`src/hw/rtl/coed_pkg.sv`:
```
// Shared types, widths and filter coefficients for the curve onset edge detector.
package coed_pkg;

   localparam int MAX_POINTS_DEF = 256;
   localparam int TAP_COUNT      = 7;

   localparam int SAMPLE_W = 16;
   localparam int COEF_W   = 16;
   localparam int STEP_W   = 16;
   localparam int INDEX_W  = 13;
   localparam int TIME_W   = 28;
   localparam int PROD_W   = 33;
   localparam int SMOOTH_W = 35;
   localparam int GRAD_W   = 36;
   localparam int SCAN_W   = 39;

   typedef logic [COEF_W-1:0] coef_array_type [TAP_COUNT];

   localparam coef_array_type COEFS = '{
      16'd393, 16'd3998, 16'd15860, 16'd25100, 16'd15860, 16'd3998, 16'd393
   };

   typedef struct packed {
      logic accept;
      logic drain;
      logic read;
      logic test;
      logic load_out;
      logic clear;
   } coed_cmd_type;

   typedef struct packed {
      logic few_samples;
      logic hit;
      logic scan_end;
   } coed_status_type;

endpackage

```
`src/hw/rtl/coed_ctrl.sv`:
```
// Controller: sample loading, gradient scan sequencing and result handshake.
module coed_ctrl
   import coed_pkg::*;
(
   input  logic            clock,
   input  logic            reset,
   input  logic            req_valid,
   output logic            req_stall,
   input  logic            req_last_sample,
   output logic            rsp_valid,
   input  logic            rsp_stall,
   output coed_cmd_type    cmd,
   input  coed_status_type status
);

   typedef enum logic [2:0] {
      LOAD,
      DRAIN,
      READ,
      TEST,
      FINISH
   } state_type;

   state_type state_ff;
   state_type state_in;
   logic      rsp_valid_ff;
   logic      rsp_valid_in;

   assign req_stall = state_ff != LOAD;
   assign rsp_valid = rsp_valid_ff;

   always_comb begin
      cmd          = '0;
      cmd.accept   = (state_ff == LOAD) && req_valid;
      cmd.drain    = state_ff == DRAIN;
      cmd.read     = state_ff == READ;
      cmd.test     = state_ff == TEST;
      cmd.load_out = (state_ff == FINISH) && (!rsp_valid_ff || !rsp_stall);
      cmd.clear    = cmd.load_out;

      state_in     = state_ff;
      rsp_valid_in = rsp_valid_ff && rsp_stall;
      if (cmd.load_out) begin
         rsp_valid_in = 1'b1;
      end

      unique case (state_ff)
         LOAD: begin
            if (cmd.accept && req_last_sample) begin
               state_in = DRAIN;
            end
         end
         DRAIN: begin
            state_in = status.few_samples ? FINISH : READ;
         end
         READ: begin
            state_in = TEST;
         end
         TEST: begin
            state_in = (status.hit || status.scan_end) ? FINISH : READ;
         end
         FINISH: begin
            if (cmd.load_out) begin
               state_in = LOAD;
            end
         end
         default: begin
            state_in = LOAD;
         end
      endcase
   end

   always_ff @(posedge clock) begin
      if (reset) begin
         state_ff     <= LOAD;
         rsp_valid_ff <= 1'b0;
      end else begin
         state_ff     <= state_in;
         rsp_valid_ff <= rsp_valid_in;
      end
   end

endmodule
```
`config.mk`:
```
export PLATFORM = sky130hd
export DESIGN_NAME = coed_ctrl
export DESIGN_NICKNAME = d
export VERILOG_FILES = /design/src/hw/rtl/coed_pkg.sv /design/src/hw/rtl/coed_ctrl.sv
export SDC_FILE = /design/constraint.sdc
export NUM_CORES = 1
export LEC_CHECK = 0
export ABC_AREA = 1
export BUFFER_PORTS_ARGS = -buffer_cell sky130_fd_sc_hd__buf_2
export CAP_MARGIN = 20
export CORE_AREA = 2 2 39 41
export DETAILED_ROUTE_END_ITERATION = 10
export DIE_AREA = 0 0 41 43
export GPL_ROUTABILITY_DRIVEN = 0
export GPL_TIMING_DRIVEN = 0
export SLEW_MARGIN = 0
export SYNTH_ARGS = -nofsm -noshare
export SYNTH_HDL_FRONTEND = slang
export SYNTH_SLANG_ARGS = --single-unit
```
`constraint.sdc`:
```
create_clock -name clock -period 0.81 [get_ports clock]
set_input_delay 0.081 -clock clock [delete_from_list [all_inputs] [get_ports clock]]
set_output_delay 0.081 -clock clock [all_outputs]
set_load 0.03 [all_outputs]
```
==> metrics list, run 1 <==
- The worst register-to-register path ends at rsp_valid.
* Layout cell share with drive strength beyond 1: 60.6%
* Number of clock sinks: 4
* Input/output buffers: 15
* Max-Slew Margin vs Limit: 90.1%
* Violation count after the first detailed-route iteration: 4
* Required time of the worst setup path: 0.73 ns
* Die X-Extent: 41 um
- The worst setup path is captured at a primary output.
- Global routing used 10.1% of the available tracks across all layers.
- Violations in the final reports: setup timing
- Number of storage elements in the synthesis netlist: 4
- CTS tree: built
* Wirelength per Cell: 8.66 um
- Area used by multi-input combinational logic: 173 um^2
* Crit share post-route: 146%
- Number of inserted diodes: 0
- Total clock buffers created by CTS: 3
- The worst register-to-register path begins at state_ff[0].
- Clk_skew: 0.00157 ns
- Highest metal layer with signal wires: met4
- The critical path is of the reg2out type.
- Min-delay worst type: in2reg
- Count of final setup violators: 11
- Along the worst path, the maximum fanout reaches 5.
* Die footprint: 1760 um^2
- For hold timing, the worst endpoint is rsp_valid.
- Registers take 95.1 um^2.
- The floorplan step set the die height to 43 um.
* CP cell instances: nor2_4 > nand2_2 > nor2_4 > buf_6 > buf_6
- The worst hold path was traced through 2 stages.
- Across the run, the number of max-cap violations was 0.
- In the detailed route, the total length drawn on met2 is 432 um.
- Starting utilization of the core area: 17.3%
- Clock-pin slew was measured on the worst setup and hold paths at 0.04 ns.
- Depth of the most critical reg-to-reg path: 5
* Setup slack of the most critical reg-to-reg path: -0.19 ns
- Worst path depth: 5
* Total power divided by cell area: 1720 nW/um^2
- In this run the count of I/O pins placed on the die edge is 16.
- Counting along the longest clock path gives a buffer depth of 2.
- Net total in the final layout: 76
- Setup TNS: -2.64 ns
* Clock root cell: clkbuf_4
- For the worst setup path, the data arrival time is 1.10 ns.
* Total core area: 1380 um^2
* Metal-1 WL: 236 um
* Cell Area, Synth: 239 um^2
- Design Power: 0.893 mW
- The cell count after synthesis came out at 42.
- Vias post-DR: 332
- Remaining design rule violation count: 0
- Utilization after layout: 37.4%
- Setup repair after global routing could not meet its margin everywhere.
- Warning count from the yosys run: 0
* Leak pwr: 0.286 nW
- Clock latency on the worst-skew pair, taken at its later pin, is 0.23 ns.
- Combined buffer and inverter count along the critical path: 2
- Cell with the largest stage delay on the worst path: dfxtp_4
- Post-DP HPWL: 448 um
- The number of antenna violations at the first check in global routing came to 0.
- Broken down by cell family, the worst path's largest delay share belongs to flip-flops.
- The total count of hold-check failures in the final report came to 0.
- The final max-slew violation count is 0.
* Via count of the first global-routing pass: 285
- Post-layout minimum cycle time: 1.18 ns
- Area growth from synthesis to layout: 117%
- After detailed placement, the total cell area comes to 388 um^2.
* Netlist cell types: 8
- Synth Net Count: 50
- Avg Vias per Cell: 4.05
- After layout, the worst setup slack is -0.373 ns.
- In this run the core area contains 14 standard-cell rows.
- The worst setup path is launched from a flip-flop.
- Global routing finished with a remaining overflow of 0.
* Longest individual stage delay on the worst path: 0.36 ns
- Antenna-violating nets left: 0
* Seq/Total Area, Yosys: 33.5%
* Final wirelength: 710 um
- The pre-antenna-repair detailed-routing pass consisted of 4 iterations.
- VDD IR max: 0.524 mV
- First-pass GRT wire length: 1130 um
- Result of the run: finished with violations
- CTS built an H-tree with a depth of 1.
- Startpoint of the tightest hold check path: reset
- Detailed routing placed a total of 29 um of wire on met3.
- Maximum clock frequency: 845 MHz
* Number of fill cells: 143
- Mean cell area of the mapped netlist: 5.69 um^2
- Worst-margin pin slew: 0.148 ns
- After routing the design area is 518 um^2.
- Pin count of the biggest net entering global routing: 7
## kinds of logic (layout without fill, tap and decap cells)
group	Yosys count	count (layout)	share of synthesized area, %
simple gates	27	27	47.1
buf+inv	10	34	17.3
flops	4	4	33.5
compound gates	1	1	2.09
## layout make-up
class,instances,area share [%]
multi-input combinational,28,33.3
buffer,1,2.17
sequential,4,18.4
tap,16,3.86
inverter,9,7.00
clock buffer,3,4.35
timing repair buffer,21,30.9
## placed cells by master, fill, tap and decap left out
cell and n:
buf_4 7, inv_1 7, buf_2 8, nand2_4 1, buf_6 7, nand3_2 2
clkbuf_4 3, nand3_1 5, inv_4 1, nand2_2 1, nor2_1 4, nand2_1 9
dfxtp_4 4, a21oi_1 1, inv_2 1, nor2_4 5
## worst max path at each step
stage                      startpoint     end  slack [ns]
after floorplan           state_ff[0]  cmd[1]       -0.19
final                     state_ff[0]  cmd[1]       -0.37
after CTS                 state_ff[1]  cmd[1]       -0.33
after global placement    state_ff[2]  cmd[3]       -0.20
after detailed placement  state_ff[2]  cmd[5]       -0.20
after global routing      state_ff[0]  cmd[1]       -0.43
## metrics by stage
stage | hold slack [ns] | setup WS [ns] | instances
final | 0.0337 | -0.373 | 82
after global routing | 0.0302 | -0.426 | 82
after CTS | 0.0315 | -0.334 | 81
after detailed placement | 0.277 | -0.195 | 73
after global placement | 0.275 | -0.196 | 73
after floorplan | 0.140 | -0.189 | 42
## flip-flops by register name, summed over array words and instances (netlist names)
signal and count:
state_ff 3, rsp_valid 1
## synth_stat cells
| master | number | share of area (%) |
|---|---|---|
| a21oi_1 | 1 | 2.1 |
| nor2_1 | 8 | 13 |
| nand2_1 | 11 | 17 |
| dfxtp_1 | 4 | 34 |
| buf_4 | 1 | 3.1 |
| nor2_2 | 1 | 2.6 |
| inv_1 | 9 | 14 |
| nand3_1 | 7 | 15 |
## routing by layer
metal | track usage (%) | up-vias
li1 | - | 174
met1 | 9.32 | 149
met2 | 16.9 | 7
met3 | 3.14 | 2
met4 | 8.00 | 0
met5 | 0 | -
## report_power, final
group / switching [mW] / total (mW) / internal (mW)
clock: 0.0795 / 0.245 / 0.166
sequential: 0.0367 / 0.251 / 0.214
combinational: 0.207 / 0.397 / 0.190
total: 0.323 / 0.893 / 0.570
## repair_timing
| action | 4_1_cts | 5_1_grt |
|---|---|---|
| hold endpoints to repair | 0 | 0 |
| setup buffers | 5 | 3 |
| hold buffers | 0 | 0 |
| endpoints found under the setup margin | 11 | 12 |
| gates resized for setup | 16 | 6 |
| pin swaps | 6 | 3 |
| gates cloned | 0 | 0 |
(Power assumes the default switching activity.)
==> run 2, diff against run 1 <==
--- a/config.mk
+++ b/config.mk
@@ -13,6 +13,8 @@
 export DIE_AREA = 0 0 41 43
 export GPL_ROUTABILITY_DRIVEN = 0
 export GPL_TIMING_DRIVEN = 0
+export PLACE_DENSITY_LB_ADDON = 0.05
+export SKIP_CTS_REPAIR_TIMING = 1
 export SLEW_MARGIN = 0
 export SYNTH_ARGS = -nofsm -noshare
 export SYNTH_HDL_FRONTEND = slang
==> metrics list, run 2 (same netlist as run 1, synthesis figures left out) <==
* Longest individual stage delay on the worst path: 0.34 ns
- Leak pwr: 0.250 nW
- The smallest clock period supported by the final layout is computed as 1.15 ns.
* Overflow left after global routing: 0
- The register with the most flip-flops in the layout has 3 of them.
- TritonCTS created 3 clock buffers.
- Max-Slew Margin vs Limit: 87.3%
- Violations in the final reports: setup timing
- The die is 43 um tall.
- The design draws 0.817 mW.
- Setup violations remaining at the end of the flow were counted as 10.
- Most frequent cells in the layout: 8 x nand2_1, 8 x buf_2, 7 x inv_1, 7 x nand3_1, 6 x buf_6
* Crit share post-route: 142%
- state_ff holds more flip-flops than any other register.
- All-Layer GR Usage: 7.94%
* Via count of the first global-routing pass: 248
- For the pin with the worst max-slew slack, the measured transition is 0.191 ns.
- Data arrives at the worst endpoint at 1.07 ns.
- VDD sags by at most 0.495 mV.
* Clock root cell: clkbuf_4
- The number of antenna diodes in the final layout is 0.
- The worst setup path is launched from a flip-flop.
- Setup slack of the most critical reg-to-reg path: -0.07 ns
* Result of the run: finished with violations
- Net total in the final layout: 71
- Dividing the detail-routed wire length by the instance count gives 7.73 um.
- Starting utilization of the core area: 17.3%
- The first global-routing pass estimated 931 um of wire.
* Register clock-pin slew on the reported worst setup and hold paths: 0.03 ns
* Final slew viol count: 0
- Counting every sink on the clock net gives 4.
- Register cell area after layout: 90.1 um^2
* Endpoints failing hold: 0
- Setup slack after layout: -0.336 ns
- Max-cap violations: 0
* CP cell instances: nor2_4 > nand2_2 > nor2_4 > buf_6 > buf_6
- After detailed routing, the number of remaining DRC violations is 0.
- Total number of placement rows: 14
- The region available for standard cell placement spans 1380 um^2.
- For this run, the detailed router's first-pass iteration total came to 1.
* Start-to-end type of the worst setup path: reg2out
- Dividing total power by cell area gives a power density of 1770 nW/um^2.
- After detailed routing, the number of vias per cell comes to 3.90.
- Counting the fill cells in the layout gives 159.
- Detailed placement ended at an HPWL of 524 um.
* Pin count of the biggest net entering global routing: 7
- Cells fill 33.4% of the core in the end.
- Buffer depth of the longest clock path: 2
* CTS tree: built
* Required time of the worst setup path: 0.73 ns
* Final wirelength: 595 um
* Layout cell share with drive strength beyond 1: 55.7%
* Number of H-tree levels: 1
- 16 I/O pins were placed.
- During placement, the flow inserted port buffers numbering 15.
- Area growth from synthesis to layout: 93.2%
- The die covers 1760 um^2.
- Antenna-violating nets left: 0
- Area used by multi-input combinational logic: 165 um^2
- Maximum clock frequency: 872 MHz
* Violation count after the first detailed-route iteration: 0
- Min-delay worst type: in2reg
- Clk_skew: 0.00136 ns
- Die X-Extent: 41 um
* Cell with the largest stage delay on the worst path: dfxtp_2
- Setup repair after global routing missed its margin: yes
* Antenna violations before repair: 0
- STA classifies the critical path endpoint as a primary output.
- Along the worst path, the maximum fanout reaches 5.
* Worst-Skew Late Latency: 0.23 ns
- Summing over every cut layer, the via total after detailed routing is 300.
-- run 2: critical path: cells and delay by family (launching register included) --
kind                   cells  cell delay (ns)
buffers and inverters      2             0.21
flip-flops                 1             0.34
AND/OR/NAND/NOR            3             0.29
-- run 2: layout make-up --
| type | instances | area share, % |
|---|---|---|
| plain buffers | 1 | 2.44 |
| flip-flops and latches | 4 | 19.5 |
| multi-input cells | 28 | 35.8 |
| inverters | 9 | 7.32 |
| clock buffers | 3 | 4.88 |
| repair buffers | 16 | 25.7 |
| well taps | 16 | 4.34 |
-- run 2: routing by layer --
layer | track usage, % | vias to the layer above | wire length [um]
met2 | 10.0 | 8 | 310
met5 | 0 | - | 0
met4 | 8.00 | 0 | 0
li1 | - | 164 | -
met3 | 1.57 | 0 | 26
met1 | 10.3 | 128 | 259
-- run 2: final timing paths --
check,start,end,depth (start not counted)
max reg2reg,state_ff[1],state_ff[2],6
max,state_ff[1],cmd[1],5
min,reset,state_ff[0],2
min reg2reg,rsp_valid,rsp_valid,2
-- run 2: where the power goes --
group	internal (mW)	switching [mW]
Clock	0.165	0.0688
Sequential	0.217	0.0334
Combinational	0.147	0.186
Total	0.529	0.288
-- run 2: stage by stage --
stage	instance area, um^2	cells	worst slack, ns	hold slack [ns]	TNS, ns
after CTS	410	76	-0.459	0.0361	-3.11
after detailed placement	388	73	-0.209	0.280	-1.31
after global placement	388	73	-0.218	0.277	-1.37
final	462	77	-0.336	0.0410	-2.25
after floorplan	293	42	-0.189	0.140	-0.958
after global routing	462	77	-0.400	0.0402	-2.97
